File: src/hw/rtl/sha256_stream_hasher_assert.svh
// ----------------------------------------------------------------------------
// SHA-256 stream hasher assertion macros
// Shared wrappers for concurrent assertions, clocked and reset-gated.
// ----------------------------------------------------------------------------
`ifndef SHA256_STREAM_HASHER_ASSERT_SVH
`define SHA256_STREAM_HASHER_ASSERT_SVH

// A condition that must hold at every clock edge outside reset.
`define SHA_ASSERT_ALWAYS(label, clk, rst_n, expr, msg) \
  label: assert property (@(posedge clk) disable iff (!rst_n) (expr)) else $error(msg);

// A condition that must hold in the cycle after the trigger.
`define SHA_ASSERT_NEXT(label, clk, rst_n, ante, cons, msg) \
  label: assert property (@(posedge clk) disable iff (!rst_n) (ante) |=> (cons)) \
    else $error(msg);

`endif

File: src/hw/rtl/sha_pkg.sv
// ----------------------------------------------------------------------------
// SHA-256 package
// Round constants, initial hash values, queue entry type and the round
// functions shared by the front end and the compression core.
// ----------------------------------------------------------------------------
`default_nettype none

package sha_pkg;

  // One message schedule word on its way from the front end to the core.
  typedef struct packed {
    logic        msg_end;  // last word of the last block of a message
    logic [31:0] word;
  } sha_entry_t;

  localparam logic [7:0] PadMark    = 8'h80;
  localparam logic [3:0] LenHiWord  = 4'd14;
  localparam logic [3:0] LenLoWord  = 4'd15;
  localparam logic [2:0] LastDigest = 3'd7;

  localparam logic [31:0] InitH [8] = '{
    32'h6a09e667, 32'hbb67ae85, 32'h3c6ef372, 32'ha54ff53a,
    32'h510e527f, 32'h9b05688c, 32'h1f83d9ab, 32'h5be0cd19
  };

  localparam logic [31:0] RoundK [64] = '{
    32'h428a2f98, 32'h71374491, 32'hb5c0fbcf, 32'he9b5dba5,
    32'h3956c25b, 32'h59f111f1, 32'h923f82a4, 32'hab1c5ed5,
    32'hd807aa98, 32'h12835b01, 32'h243185be, 32'h550c7dc3,
    32'h72be5d74, 32'h80deb1fe, 32'h9bdc06a7, 32'hc19bf174,
    32'he49b69c1, 32'hefbe4786, 32'h0fc19dc6, 32'h240ca1cc,
    32'h2de92c6f, 32'h4a7484aa, 32'h5cb0a9dc, 32'h76f988da,
    32'h983e5152, 32'ha831c66d, 32'hb00327c8, 32'hbf597fc7,
    32'hc6e00bf3, 32'hd5a79147, 32'h06ca6351, 32'h14292967,
    32'h27b70a85, 32'h2e1b2138, 32'h4d2c6dfc, 32'h53380d13,
    32'h650a7354, 32'h766a0abb, 32'h81c2c92e, 32'h92722c85,
    32'ha2bfe8a1, 32'ha81a664b, 32'hc24b8b70, 32'hc76c51a3,
    32'hd192e819, 32'hd6990624, 32'hf40e3585, 32'h106aa070,
    32'h19a4c116, 32'h1e376c08, 32'h2748774c, 32'h34b0bcb5,
    32'h391c0cb3, 32'h4ed8aa4a, 32'h5b9cca4f, 32'h682e6ff3,
    32'h748f82ee, 32'h78a5636f, 32'h84c87814, 32'h8cc70208,
    32'h90befffa, 32'ha4506ceb, 32'hbef9a3f7, 32'hc67178f2
  };

  // Compression function: rotations by 2, 13 and 22.
  function automatic logic [31:0] big_sigma0(logic [31:0] x);
    return {x[1:0], x[31:2]} ^ {x[12:0], x[31:13]} ^ {x[21:0], x[31:22]};
  endfunction

  // Compression function: rotations by 6, 11 and 25.
  function automatic logic [31:0] big_sigma1(logic [31:0] x);
    return {x[5:0], x[31:6]} ^ {x[10:0], x[31:11]} ^ {x[24:0], x[31:25]};
  endfunction

  // Message schedule: rotations by 7 and 18, shift by 3.
  function automatic logic [31:0] small_sigma0(logic [31:0] x);
    return {x[6:0], x[31:7]} ^ {x[17:0], x[31:18]} ^ {3'b000, x[31:3]};
  endfunction

  // Message schedule: rotations by 17 and 19, shift by 10.
  function automatic logic [31:0] small_sigma1(logic [31:0] x);
    return {x[16:0], x[31:17]} ^ {x[18:0], x[31:19]} ^ {10'b0, x[31:10]};
  endfunction

endpackage

`default_nettype wire

File: src/hw/rtl/sha256_stream_hasher.sv
// ----------------------------------------------------------------------------
// SHA-256 stream hasher
// Hashes a byte stream and returns the eight digest words per message.
// ----------------------------------------------------------------------------
// Usage:
// The slave channel takes one request per cycle while s_tready_o is high:
// s_tdata_i is the message byte, s_tuser_i says whether the byte is present,
// and s_tlast_i ends the message after that byte. A request with neither
// byte nor end is a no-op. Bytes are packed into words and queued
// (QueueDepth words) ahead of the compression core, which runs one round per
// cycle while fed. Each block is gathered from bytes, passes the queue, runs
// through the rounds and is folded in by a chaining add. At the end of a
// message the front end inserts 3 to 18 padding and length words, one per
// cycle while the queue has room. The master channel then carries the eight
// digest words, most significant first, with the index on m_tuser_o and
// m_tlast_o on the eighth. A stalled receiver holds the core on the current
// word; the front end keeps taking bytes until the queue fills.
// Reset returns the chaining value to the initial hash and clears the
// length count; no clearing pass is needed.
// ----------------------------------------------------------------------------
`default_nettype none

`include "sha256_stream_hasher_assert.svh"

module sha256_stream_hasher
  import sha_pkg::*;
#(
  parameter int unsigned QueueDepth = 4
) (
  input  wire logic        clk_i,
  input  wire logic        rst_ni,
  input  wire logic        s_tvalid_i,
  output logic             s_tready_o,
  input  wire logic [7:0]  s_tdata_i,   // [7:0] data_byte
  input  wire logic        s_tuser_i,   // [0] byte_valid
  input  wire logic        s_tlast_i,
  output logic             m_tvalid_o,
  input  wire logic        m_tready_i,
  output logic [31:0]      m_tdata_o,   // [31:0] digest_word
  output logic [2:0]       m_tuser_o,   // [2:0] word_index
  output logic             m_tlast_o
);

  logic       q_push, q_full, q_pop, q_valid;
  sha_entry_t q_wr_entry, q_rd_entry;

  sha_front u_front (
    .clk_i        (clk_i),
    .rst_ni       (rst_ni),
    .in_valid_i   (s_tvalid_i),
    .in_ready_o   (s_tready_o),
    .data_byte_i  (s_tdata_i),
    .byte_valid_i (s_tuser_i),
    .last_i       (s_tlast_i),
    .q_full_i     (q_full),
    .q_push_o     (q_push),
    .q_entry_o    (q_wr_entry)
  );

  sha_fifo #(
    .Depth (QueueDepth)
  ) u_fifo (
    .clk_i   (clk_i),
    .rst_ni  (rst_ni),
    .push_i  (q_push),
    .entry_i (q_wr_entry),
    .full_o  (q_full),
    .pop_i   (q_pop),
    .valid_o (q_valid),
    .entry_o (q_rd_entry)
  );

  sha_core u_core (
    .clk_i       (clk_i),
    .rst_ni      (rst_ni),
    .in_valid_i  (q_valid),
    .in_entry_i  (q_rd_entry),
    .pop_o       (q_pop),
    .out_valid_o (m_tvalid_o),
    .out_ready_i (m_tready_i),
    .out_word_o  (m_tdata_o),
    .out_index_o (m_tuser_o),
    .out_last_o  (m_tlast_o)
  );

  // The end-of-digest flag only rides on the final word.
  `SHA_ASSERT_ALWAYS(a_last_on_final, clk_i, rst_ni, !(m_tvalid_o && m_tlast_o) || (m_tuser_o == LastDigest), "digest end flag off the final word")

  // The front end never takes a request that could overrun the queue.
  `SHA_ASSERT_ALWAYS(a_ready_room, clk_i, rst_ni, !s_tready_o || !q_full, "request taken with the queue full")

  // Digest words follow one another without a gap and in order.
  `SHA_ASSERT_NEXT(a_digest_burst, clk_i, rst_ni, m_tvalid_o && m_tready_i && !m_tlast_o, m_tvalid_o && (m_tuser_o == $past(m_tuser_o) + 3'd1), "digest words out of sequence")

endmodule

`default_nettype wire

File: src/hw/rtl/sha_front.sv
// ----------------------------------------------------------------------------
// SHA-256 front end
// Packs message bytes into big-endian words, counts the message length and
// generates the padding and length words at the end of a message.
// ----------------------------------------------------------------------------
`default_nettype none

module sha_front
  import sha_pkg::*;
(
  input  wire logic       clk_i,
  input  wire logic       rst_ni,
  input  wire logic       in_valid_i,
  output logic            in_ready_o,
  input  wire logic [7:0] data_byte_i,
  input  wire logic       byte_valid_i,
  input  wire logic       last_i,
  input  wire logic       q_full_i,
  output logic            q_push_o,
  output sha_entry_t      q_entry_o
);

  typedef enum logic [1:0] {
    FrAccept = 2'b01,
    FrPad    = 2'b10
  } fr_state_e;

  fr_state_e   state_q, state_d;
  logic [5:0]  fill_q, fill_d;     // byte position within the block
  logic [31:0] acc_q, acc_d;       // partial word being gathered
  logic [63:0] bits_q, bits_d;     // message length in bits
  logic        mark_q, mark_d;     // pad mark already sent
  logic        second_q, second_d; // length goes into the following block
  logic [3:0]  wpos;
  logic [31:0] mark_word;

  assign wpos       = fill_q[5:2];
  assign in_ready_o = (state_q == FrAccept) && !q_full_i;

  // Word that carries the pad mark after the bytes already gathered.
  always_comb begin
    case (fill_q[1:0])
      2'd0: mark_word = {PadMark, 24'h0};
      2'd1: mark_word = {acc_q[31:24], PadMark, 16'h0};
      2'd2: mark_word = {acc_q[31:16], PadMark, 8'h0};
      default: mark_word = {acc_q[31:8], PadMark};
    endcase
  end

  // Byte gathering and the padding sequence.
  always_comb begin
    state_d   = state_q;
    fill_d    = fill_q;
    acc_d     = acc_q;
    bits_d    = bits_q;
    mark_d    = mark_q;
    second_d  = second_q;
    q_push_o  = 1'b0;
    q_entry_o = '0;
    case (state_q)
      FrAccept: begin
        if (in_valid_i && in_ready_o) begin
          if (byte_valid_i) begin
            case (fill_q[1:0])
              2'd0: acc_d[31:24] = data_byte_i;
              2'd1: acc_d[23:16] = data_byte_i;
              2'd2: acc_d[15:8]  = data_byte_i;
              default: acc_d[7:0] = data_byte_i;
            endcase
            if (fill_q[1:0] == 2'd3) begin
              q_push_o       = 1'b1;
              q_entry_o.word = {acc_q[31:8], data_byte_i};
            end
            fill_d = fill_q + 6'd1;
            bits_d = bits_q + 64'd8;
          end
          if (last_i) begin
            state_d  = FrPad;
            mark_d   = 1'b0;
            second_d = 1'b0;
          end
        end
      end
      FrPad: begin
        if (!q_full_i) begin
          q_push_o = 1'b1;
          if (!mark_q) begin
            q_entry_o.word = mark_word;
            mark_d         = 1'b1;
            // A mark in the next-to-last word leaves no room for the length.
            second_d       = (wpos == LenHiWord);
          end else if (!second_q && wpos == LenHiWord) begin
            q_entry_o.word = bits_q[63:32];
          end else if (!second_q && wpos == LenLoWord) begin
            q_entry_o.word    = bits_q[31:0];
            q_entry_o.msg_end = 1'b1;
          end
          if (second_q && wpos == LenLoWord) begin
            second_d = 1'b0;
          end
          fill_d = {wpos + 4'd1, 2'b00};
          if (q_entry_o.msg_end) begin
            state_d = FrAccept;
            fill_d  = '0;
            bits_d  = '0;
          end
        end
      end
      default: state_d = FrAccept;
    endcase
  end

  always_ff @(posedge clk_i or negedge rst_ni) begin
    if (!rst_ni) begin
      state_q  <= FrAccept;
      fill_q   <= '0;
      bits_q   <= '0;
      mark_q   <= 1'b0;
      second_q <= 1'b0;
    end else begin
      state_q  <= state_d;
      fill_q   <= fill_d;
      bits_q   <= bits_d;
      mark_q   <= mark_d;
      second_q <= second_d;
    end
  end

  always_ff @(posedge clk_i) begin
    acc_q <= acc_d;
  end

endmodule

`default_nettype wire

File: src/hw/rtl/sha_fifo.sv
// ----------------------------------------------------------------------------
// SHA-256 word queue
// Short first-in first-out queue of schedule words between the front end
// and the compression core.
// ----------------------------------------------------------------------------
`default_nettype none

module sha_fifo
  import sha_pkg::*;
#(
  parameter int unsigned Depth = 4
) (
  input  wire logic       clk_i,
  input  wire logic       rst_ni,
  input  wire logic       push_i,
  input  wire sha_entry_t entry_i,
  output logic            full_o,
  input  wire logic       pop_i,
  output logic            valid_o,
  output sha_entry_t      entry_o
);

  localparam int unsigned PtrW = $clog2(Depth);
  localparam int unsigned CntW = $clog2(Depth + 1);
  localparam logic [PtrW-1:0] LastPtr = PtrW'(Depth - 1);

  sha_entry_t      mem_q [Depth];
  logic [PtrW-1:0] wr_q, rd_q;
  logic [CntW-1:0] cnt_q;
  logic            do_push, do_pop;

  assign full_o  = (cnt_q == CntW'(Depth));
  assign valid_o = (cnt_q != '0);
  assign entry_o = mem_q[rd_q];
  assign do_push = push_i && !full_o;
  assign do_pop  = pop_i && valid_o;

  // Pointers and fill count.
  always_ff @(posedge clk_i or negedge rst_ni) begin
    if (!rst_ni) begin
      wr_q  <= '0;
      rd_q  <= '0;
      cnt_q <= '0;
    end else begin
      if (do_push) begin
        wr_q <= (wr_q == LastPtr) ? '0 : wr_q + PtrW'(1);
      end
      if (do_pop) begin
        rd_q <= (rd_q == LastPtr) ? '0 : rd_q + PtrW'(1);
      end
      if (do_push && !do_pop) begin
        cnt_q <= cnt_q + CntW'(1);
      end else if (do_pop && !do_push) begin
        cnt_q <= cnt_q - CntW'(1);
      end
    end
  end

  // Entry storage.
  always_ff @(posedge clk_i) begin
    if (do_push) begin
      mem_q[wr_q] <= entry_i;
    end
  end

endmodule

`default_nettype wire

File: src/hw/rtl/sha_core.sv
// ----------------------------------------------------------------------------
// SHA-256 compression core
// Runs one round per cycle while fed, with a rolling sixteen-word schedule, folds each
// block into the chaining value and hands out the digest word by word.
// ----------------------------------------------------------------------------
`default_nettype none

module sha_core
  import sha_pkg::*;
(
  input  wire logic        clk_i,
  input  wire logic        rst_ni,
  input  wire logic        in_valid_i,
  input  wire sha_entry_t  in_entry_i,
  output logic             pop_o,
  output logic             out_valid_o,
  input  wire logic        out_ready_i,
  output logic [31:0]      out_word_o,
  output logic [2:0]       out_index_o,
  output logic             out_last_o
);

  typedef enum logic [2:0] {
    CoRound = 3'b001,
    CoAdd   = 3'b010,
    CoOut   = 3'b100
  } co_state_e;

  co_state_e   state_q, state_d;
  logic [5:0]  rnd_q, rnd_d;
  logic [2:0]  idx_q, idx_d;
  logic        end_q, end_d;
  logic [31:0] v_q [8];
  logic [31:0] v_d [8];
  logic [31:0] chain_q [8];
  logic [31:0] chain_d [8];
  logic [31:0] sched_q [16];
  logic [31:0] sched_d [16];
  logic [31:0] wnext_q, wnext_d;
  logic        from_queue, step;
  logic [31:0] w_cur, t1, t2, ch, mj;

  // The first sixteen rounds take their word from the queue.
  assign from_queue = (rnd_q[5:4] == 2'b00);
  assign w_cur      = from_queue ? in_entry_i.word : wnext_q;
  assign step       = (state_q == CoRound) && (!from_queue || in_valid_i);
  assign pop_o      = (state_q == CoRound) && from_queue && in_valid_i;

  assign out_valid_o = (state_q == CoOut);
  assign out_word_o  = chain_q[idx_q];
  assign out_index_o = idx_q;
  assign out_last_o  = (idx_q == LastDigest);

  // Round function.
  assign ch = (v_q[4] & v_q[5]) ^ (~v_q[4] & v_q[6]);
  assign mj = (v_q[0] & v_q[1]) ^ (v_q[0] & v_q[2]) ^ (v_q[1] & v_q[2]);
  assign t1 = v_q[7] + big_sigma1(v_q[4]) + ch + RoundK[rnd_q] + w_cur;
  assign t2 = big_sigma0(v_q[0]) + mj;

  // Next schedule word, computed one round ahead of its use.
  assign wnext_d = small_sigma1(sched_q[15]) + sched_q[10] +
                   small_sigma0(sched_q[2]) + sched_q[1];

  // Sequencer: rounds, chaining add and digest output.
  always_comb begin
    state_d = state_q;
    rnd_d   = rnd_q;
    idx_d   = idx_q;
    end_d   = end_q;
    v_d     = v_q;
    chain_d = chain_q;
    sched_d = sched_q;
    case (state_q)
      CoRound: begin
        if (step) begin
          v_d[7] = v_q[6];
          v_d[6] = v_q[5];
          v_d[5] = v_q[4];
          v_d[4] = v_q[3] + t1;
          v_d[3] = v_q[2];
          v_d[2] = v_q[1];
          v_d[1] = v_q[0];
          v_d[0] = t1 + t2;
          for (int i = 0; i < 15; i++) begin
            sched_d[i] = sched_q[i + 1];
          end
          sched_d[15] = w_cur;
          rnd_d = rnd_q + 6'd1;
          if (pop_o && rnd_q == 6'd15) begin
            end_d = in_entry_i.msg_end;
          end
          if (rnd_q == 6'd63) begin
            state_d = CoAdd;
          end
        end
      end
      CoAdd: begin
        for (int i = 0; i < 8; i++) begin
          chain_d[i] = chain_q[i] + v_q[i];
          v_d[i]     = chain_q[i] + v_q[i];
        end
        idx_d   = '0;
        state_d = end_q ? CoOut : CoRound;
      end
      CoOut: begin
        if (out_ready_i) begin
          idx_d = idx_q + 3'd1;
          if (idx_q == LastDigest) begin
            chain_d = InitH;
            v_d     = InitH;
            end_d   = 1'b0;
            state_d = CoRound;
          end
        end
      end
      default: state_d = CoRound;
    endcase
  end

  always_ff @(posedge clk_i or negedge rst_ni) begin
    if (!rst_ni) begin
      state_q <= CoRound;
      rnd_q   <= '0;
      idx_q   <= '0;
      end_q   <= 1'b0;
      v_q     <= InitH;
      chain_q <= InitH;
    end else begin
      state_q <= state_d;
      rnd_q   <= rnd_d;
      idx_q   <= idx_d;
      end_q   <= end_d;
      v_q     <= v_d;
      chain_q <= chain_d;
    end
  end

  // Schedule window and look-ahead word.
  always_ff @(posedge clk_i) begin
    sched_q <= sched_d;
    if (step) begin
      wnext_q <= wnext_d;
    end
  end

endmodule

`default_nettype wire

File: config.mk
export PLATFORM = sky130hd
export DESIGN_NAME = sha256_stream_hasher
export DESIGN_NICKNAME = d
export VERILOG_FILES = /design/src/hw/rtl/sha_pkg.sv /design/src/hw/rtl/sha256_stream_hasher.sv /design/src/hw/rtl/sha_front.sv /design/src/hw/rtl/sha_fifo.sv /design/src/hw/rtl/sha_core.sv
export VERILOG_INCLUDE_DIRS = /design/src /design/src/hw/rtl
export SDC_FILE = /design/constraint.sdc
export NUM_CORES = 2
export LEC_CHECK = 0
export BUFFER_PORTS_ARGS = -buffer_cell sky130_fd_sc_hd__buf_2
export CORE_ASPECT_RATIO = 1.1
export CORE_MARGIN = 4
export CORE_UTILIZATION = 59
export CTS_CLUSTER_DIAMETER = 80
export DETAILED_ROUTE_END_ITERATION = 8
export GPL_TIMING_DRIVEN = 0
export PLACE_DENSITY = 0.83
export SLEW_MARGIN = 20
export SYNTH_ARGS = -nofsm -noshare
export SYNTH_HDL_FRONTEND = slang
export SYNTH_SLANG_ARGS = --single-unit
File: constraint.sdc
create_clock -name clk_i -period 23 [get_ports clk_i]
set_input_delay 2.3 -clock clk_i [delete_from_list [all_inputs] [get_ports clk_i]]
set_output_delay 2.3 -clock clk_i [all_outputs]
set_load 0.01 [all_outputs]
# ---- Yosys cells after proc, flatten, opt, wreduce, memory -nomap -nowiden
# Memories as Yosys holds them, arrays and structs flattened.
# Index checks and enable logic that the tools add are counted.
dict set report word_totals {
  wordCells 237
  romBits 2048
  register_bits 1142
  output_inout_bits 38
  mem_bits_rw 132
  n_memories 2
}
# name depth word_bits rd rd_clocked_by_memory_dff wr line_no
set mem_list {}
lappend mem_list {{(name not given)} 64 32 1 0 0 sha_core.sv:57} ;# assign t1 = v_q[7] + big_sigma1(v_q[4]) + ch + RoundK[rnd_q] + w_cur;
lappend mem_list {u_fifo.mem_q 4 33 1 0 1 sha_fifo.sv:27} ;# sha_entry_t mem_q [Depth];
dict set report classes {
  n_bitwise 19
  mux 72
  add_sub_neg 27
  n_reduce_logical 41
  n_eq_ne 27
  n_lt_le_gt_ge 2
}
# operator count
set ops {}
lappend ops {{256-bit two-way mux} 3}
lappend ops {{256-bit case mux with 3 select lines} 1}
lappend ops {{32-bit adder} 18}
lappend ops {{256-bit case mux with 2 select lines} 1}
lappend ops {{32-bit two-way mux} 10}
lappend ops {{32-bit XOR} 9}
lappend ops {{64-bit two-way mux} 4}
lappend ops {{32-bit AND} 5}
lappend ops {{64-bit case mux with 2 select lines} 1}
lappend ops {{32-bit binary-select mux with 3-bit select} 1}
lappend ops {{32-bit case mux with 3 select lines} 1}
lappend ops {{33-bit two-way mux} 2}
lappend ops {{64-bit by 4-bit adder with 64-bit output, second input constant} 1}
lappend ops {{32-bit case mux with 2 select lines} 1}
lappend ops {{32-bit NOT} 1}
lappend ops {{4-bit AND reduction} 8}
lappend ops {{32-bit by 22-bit XOR with 32-bit output} 1}
lappend ops {{32-bit by 29-bit XOR with 32-bit output} 1}
lappend ops {{3-bit two-way mux} 8}
lappend ops {{6-bit two-way mux} 4}
lappend ops {{1-bit two-way mux} 21}
lappend ops {{5-bit AND reduction} 3}
lappend ops {{2-bit inequality test, second input constant} 7}
lappend ops {{1-bit logical AND} 13}
lappend ops {{32 further kinds} 63}

# ---- Logic depth before layout (Yosys ltp)
dict set report logic_depth {
  ltp_word 11
  mapped_depth 43
  mapped_depth_nobuf 41
}

# ---- Hierarchy
# Synthesis repeated with hierarchy kept, for this count alone.
dict set report unflattened {
  hier_cells 7346
  hier_area_um2 77789.6
}
# module area_per_inst_um2 instances cells_each seq_area_each_um2
set by_module_without_submodules {}
lappend by_module_without_submodules {sha_core 66409.9 1 6435 28853.9}
lappend by_module_without_submodules {sha_front 6103.4 1 701 2498.6}
lappend by_module_without_submodules {sha_fifo 5276.3 1 210 4139.0}

# ---- Worst setup path after synthesis
# Ideal clock, no wire load.
dict set report synth_path {
  path_kind {reg2reg}
  from {reg u_core.state_q[0]}
  to {reg u_core.rnd_q[3]}
  arrival_time_ns 17.233
  period_less_slack_ns 17.378
  slack_ns 5.622
  path_stages_with_launch 9
  t_required_ns 22.855
  path_cell_list {dfstp_2 > inv_1 > or3_1 > nand2b_1 > buf_2 > inv_1 > clkbuf_1 > nand3_1 > xnor2_1}
}
dict set report synth_between {
  elab_chain_cells 3
}
# element line_no
set synth_rtl {}
lappend synth_rtl {{start, declared} sha_core.sv:29} ;# co_state_e state_q, state_d;
lappend synth_rtl {{start signal, assigned} sha_core.sv:122} ;# state_q <= CoRound;
lappend synth_rtl {{start signal, assigned} sha_core.sv:129} ;# state_q <= state_d;
lappend synth_rtl {{3-bit by 1-bit == test with 1-bit output} sha_core.sv:46} ;# assign step = (state_q == CoRound) && (!from_queue || in_valid_i);
lappend synth_rtl {{1-bit logical AND} sha_core.sv:46}
lappend synth_rtl {{named net u_core.step} sha_core.sv:40} ;# logic from_queue, step;
lappend synth_rtl {{2-bit AND reduction (no line)} -}
lappend synth_rtl {{end signal, assigned} sha_core.sv:130} ;# rnd_q <= rnd_d;
lappend synth_rtl {{end, declared} sha_core.sv:30} ;# logic [5:0] rnd_q, rnd_d;
# The timed path passes the listed nets, and every way through them passes these cells.
# A chain may end at the register's enable or synchronous reset.

# ---- Worst setup path after layout
dict set report layout_path {
  from {reg u_core.rnd_q[1]}
  to {reg u_core.v_q[254] in the netlist's numbering}
}
dict set report layout_between {
  elab_chain_cells 9
}
# element line_no
set layout_rtl {}
lappend layout_rtl {{6-bit NOT with 7-bit output (not written as such)} sha_core.sv:57}
lappend layout_rtl {{memory read 64 x 32 bit} -}
lappend layout_rtl {{32-bit two-way mux (not written as such) (2 in series)} sha_core.sv:57}
lappend layout_rtl {{32-bit adder (2 in series)} sha_core.sv:57}
lappend layout_rtl {{32-bit adder} sha_core.sv:83} ;# v_d[0] = t1 + t2;
lappend layout_rtl {{256-bit two-way mux} sha_core.sv:75} ;# if (step) begin
lappend layout_rtl {{256-bit case mux with 3 select lines} sha_core.sv:73} ;# case (state_q)
lappend layout_rtl {{end signal, assigned} sha_core.sv:126} ;# v_q <= InitH;
lappend layout_rtl {{end signal, assigned} sha_core.sv:133} ;# v_q <= v_d;
lappend layout_rtl {{end, declared} sha_core.sv:33} ;# logic [31:0] v_q [8];
# Every way passes these cells. The select of a mux whose other input is x is not followed.

==> flow_summary.json <==
{
  "status": "finished clean",
  "p_int_mw": 3.83,
  "timing.rr.start": "u_core.rnd_q[1]$_DFFE_PN0P_",
  "max_stage_delay_ns": 0.77,
  "hp-class": "reg2reg",
  "path_max_fanout": 12,
  "synth_top_cell_area_share_pct": 26.5,
  "power.leakage_nw": 34.0,
  "grtUsageTotal_pct": 45.4,
  "antenna_found_initial": 19,
  "hpwl_um": 227000,
  "routabilityCongestion": 1.04,
  "cts_tree": "yes",
  "crit_arrival_ns": 13.78,
  "vias": 62003,
  "route.detailed.drc": 0,
  "holdWs_ns": 0.399,
  "most-common-layout-cells": "761 x nor2_1, 668 x edfxtp_1, 624 x nand2_1, 511 x a21oi_1, 468 x xnor2_1",
  "worstHoldStart": "u_core.sched_q[155]$_DFFE_PP_",
  "cts_setup_buffers": 0,
  "numCtsBuffers": 137,
  "fin_worst_skew_ns": 0.0421,
  "crit_path_frequent_cell": "fa_1",
  "min_period_over_period_pct": 56.7,
  "power.share.sequential_pct": 48.9,
  "grt_setup_unrepaired": "no",
  "die-area_um2": 134000,
  "finalPower_mw": 5.02,
  "p_sw_mw": 1.19,
  "synth.ff_latch_count": 1271,
  "fp.dieW_um": 350,
  "fin_area_um2": 83700,
  "clockPowerShare_pct": 46.9,
  "syn_area_per_cell_um2": 10.8,
  "final.min_clock_period_ns": 13.04,
  "final_common_cell": "nor2_1",
  "cts_resized": 0,
  "yosys.area.top_type": "edfxtp_1",
  "area_growth_pct": 10.4,
  "coreArea_um2": 127000,
  "fmax_mhz": 76.7,
  "synth_area_um2": 75800,
  "dpl_cell_area_um2": 78900,
  "cts_max_level": 4,
  "antenna_left": 0,
  "critPathKind": "reg2reg",
  "io_pins": 52,
  "ys_warn_count": 0,
  "start_kind": "register",
  "synth.distinct_cells": 114,
  "cp-end-kind": "register",
  "r2r_cells": 37,
  "r2r_slack_ns": 9.96,
  "slew_headroom_pct": 3.11,
  "grt_pass1_wl_um": 430000,
  "powerDensity_nw_per_um2": 60.0,
  "async_flop_share_pct": 47.4,
  "viasPerCell": 6.88,
  "synth_edf_count": 668,
  "setup_violations": 0,
  "cts_hold_buf": 0,
  "worst_skew_pair.late_latency_ns": 0.83,
  "irDropWorstVdd_mv": 0.0747,
  "yosysSeqAreaShare_pct": 46.8,
  "routedWlPerCell_um": 34.0,
  "slowest_stage": "xor2_1",
  "tightestPinTransition_ns": 1.45,
  "comb_power_share_pct": 4.2,
  "worst_hold_path.endpoint": "u_core.sched_q[187]$_DFFE_PP_",
  "synth_flop_cell": "edfxtp_1",
  "swShare_pct": 23.6,
  "grt_pass1_vias": 61092,
  "synth_nets": 7625,
  "clockBufferDepth": 3,
  "drive_above_1_share_pct": 12.0,
  "regToRegEndpoint": "u_core.v_q[254]$_DFFE_PN1P_",
  "die_h_um": 384,
  "drt_pass1_iterations": 6,
  "cap_violations": 0,
  "holdPathStages": 0,
  "initial_utilization_pct": 59.6,
  "grt_overflow": 0,
  "synth.area.top_cells": "edfxtp_1 26%, dfrtp_1 11%, dfstp_2 9.5%, ha_1 6.7%, xnor2_1 5.4%",
  "final_nets": 7843,
  "io_buffers": 51,
  "wl_um": 306000,
  "syn_inst": 7007,
  "slew_violations": 0,
  "worstPathRequired_ns": 23.74,
  "path_clk_slew_ns": 0.07,
  "numClockSinks": 1271,
  "clock_tree.root_cell": "clkbuf_16",
  "grt_max_degree": 84,
  "finalHoldViolCount": 0,
  "drt-initial-drc-count": 9184,
  "num_rows": 137
}
state kept, by name, summed over array words and instances (netlist names), 3 cells and up:
register            count
u_fifo.cnt_q            3
u_fifo.mem_q          132
u_front.fill_q          6
u_core.sched_q        480
u_core.rnd_q            6
u_front.acc_q          24
u_core.state_q          3
u_front.bits_q         61
u_core.chain_q        256
u_core.v_q            256
u_core.out_index_o      3
u_core.wnext_q         32
critical path, delay by kind of cell, from the launching register on:
family                   cells  cell delay (ns)
flip-flops                   1             0.73
adder cells (fa/ha/maj)      8             3.58
AND/OR/NAND/NOR              5             1.35
AO/OA/AOI/OAI               16             4.20
buffers and inverters        6             2.17
XOR/XNOR                     2             0.93
layer usage:
metal / GRT usage [%] / wire length [um] / up-vias
met3: 12.4 / 36200 / 1401
met5: 0 / 46 / -
met2: 69.1 / 134000 / 4764
met1: 53.5 / 103000 / 30095
met4: 38.6 / 33700 / 8
li1: - / - / 25735
cells by family (layout without fill, tap and decap cells):
kind of cell	Yosys count	after routing	synth area share [%]
and+or+nand+nor	1907	1907	11.0
AOI/OAI and AO/OA	1803	1803	15.4
DFF	1271	1271	46.8
xor gates and xnor gates	638	638	7.37
adders and majority gates	629	629	12.2
buffers and inverters	581	912	2.96
muxes	178	178	4.19
other	0	9	0
synth_stat cells, drive strengths merged, types with 84 or more instances:
cell type and number:
nand2 626, a21oi 519, ha 408, o21ai 400, inv 245, xnor2 468
nor2 763, nand3 119, fa 196, nor3 93, xor2 170, dfstp 274
edfxtp 668, a21o 187, mux4 106, o21a 84, clkbuf 290, dfrtp 329
power by group through the flow:
| stage | sequential [mW] | clock [mW] | combinational, mW |
|---|---|---|---|
| 2_1_floorplan | 2.49 | 0 | 0.121 |
| 3_3_place_gp | 2.49 | 0 | 0.184 |
| 3_5_place_dp | 2.50 | 0 | 0.204 |
| 4_1_cts | 2.46 | 2.35 | 0.205 |
| 5_1_grt | 2.46 | 2.45 | 0.228 |
| 6_report | 2.46 | 2.35 | 0.210 |
metrics by stage:
| stage | TNS, ns | cells | utilization [%] | worst slack (ns) |
|---|---|---|---|---|
| floorplan | 0 | 7007 | - | 5.62 |
| global placement | -0.0349 | 8726 | 61.5 | -0.0349 |
| finish | 0 | 9015 | 65.8 | 9.96 |
| global route | 0 | 9008 | 65.8 | 9.74 |
| detailed placement | 0 | 8754 | 62.1 | 10.45 |
| CTS | 0 | 9006 | 65.8 | 10.40 |
how the worst max path moves through the flow:
| stage | startpoint | endpoint | depth (start not counted) |
|---|---|---|---|
| floorplan | u_core.state_q[0]$_DFFE_PN1P_ | u_core.rnd_q[3]$_DFFE_PN0P_ | 8 |
| global placement | u_core.rnd_q[4]$_DFFE_PN0P_ | u_core.rnd_q[3]$_DFFE_PN0P_ | 9 |
| detailed placement | u_core.rnd_q[1]$_DFFE_PN0P_ | u_core.v_q[254]$_DFFE_PN1P_ | 37 |
| CTS | u_core.rnd_q[1]$_DFFE_PN0P_ | u_core.v_q[254]$_DFFE_PN1P_ | 37 |
| global route | u_core.rnd_q[1]$_DFFE_PN0P_ | u_core.v_q[253]$_DFFE_PN1P_ | 38 |
| finish | u_core.rnd_q[1]$_DFFE_PN0P_ | u_core.v_q[254]$_DFFE_PN1P_ | 37 |
layout make-up:
cell class	count	area (um2)
Antenna cell	9	22.5
Buffer	332	1390
Clock buffer	189	3830
Clock inverter	63	920
Fill cell	9693	43500
Inverter	249	935
Multi-Input combinational cell	5155	38100
Sequential cell	1271	35500
Tap cell	1668	2090
Timing Repair Buffer	79	922
Power figures use the tool's default switching activity.
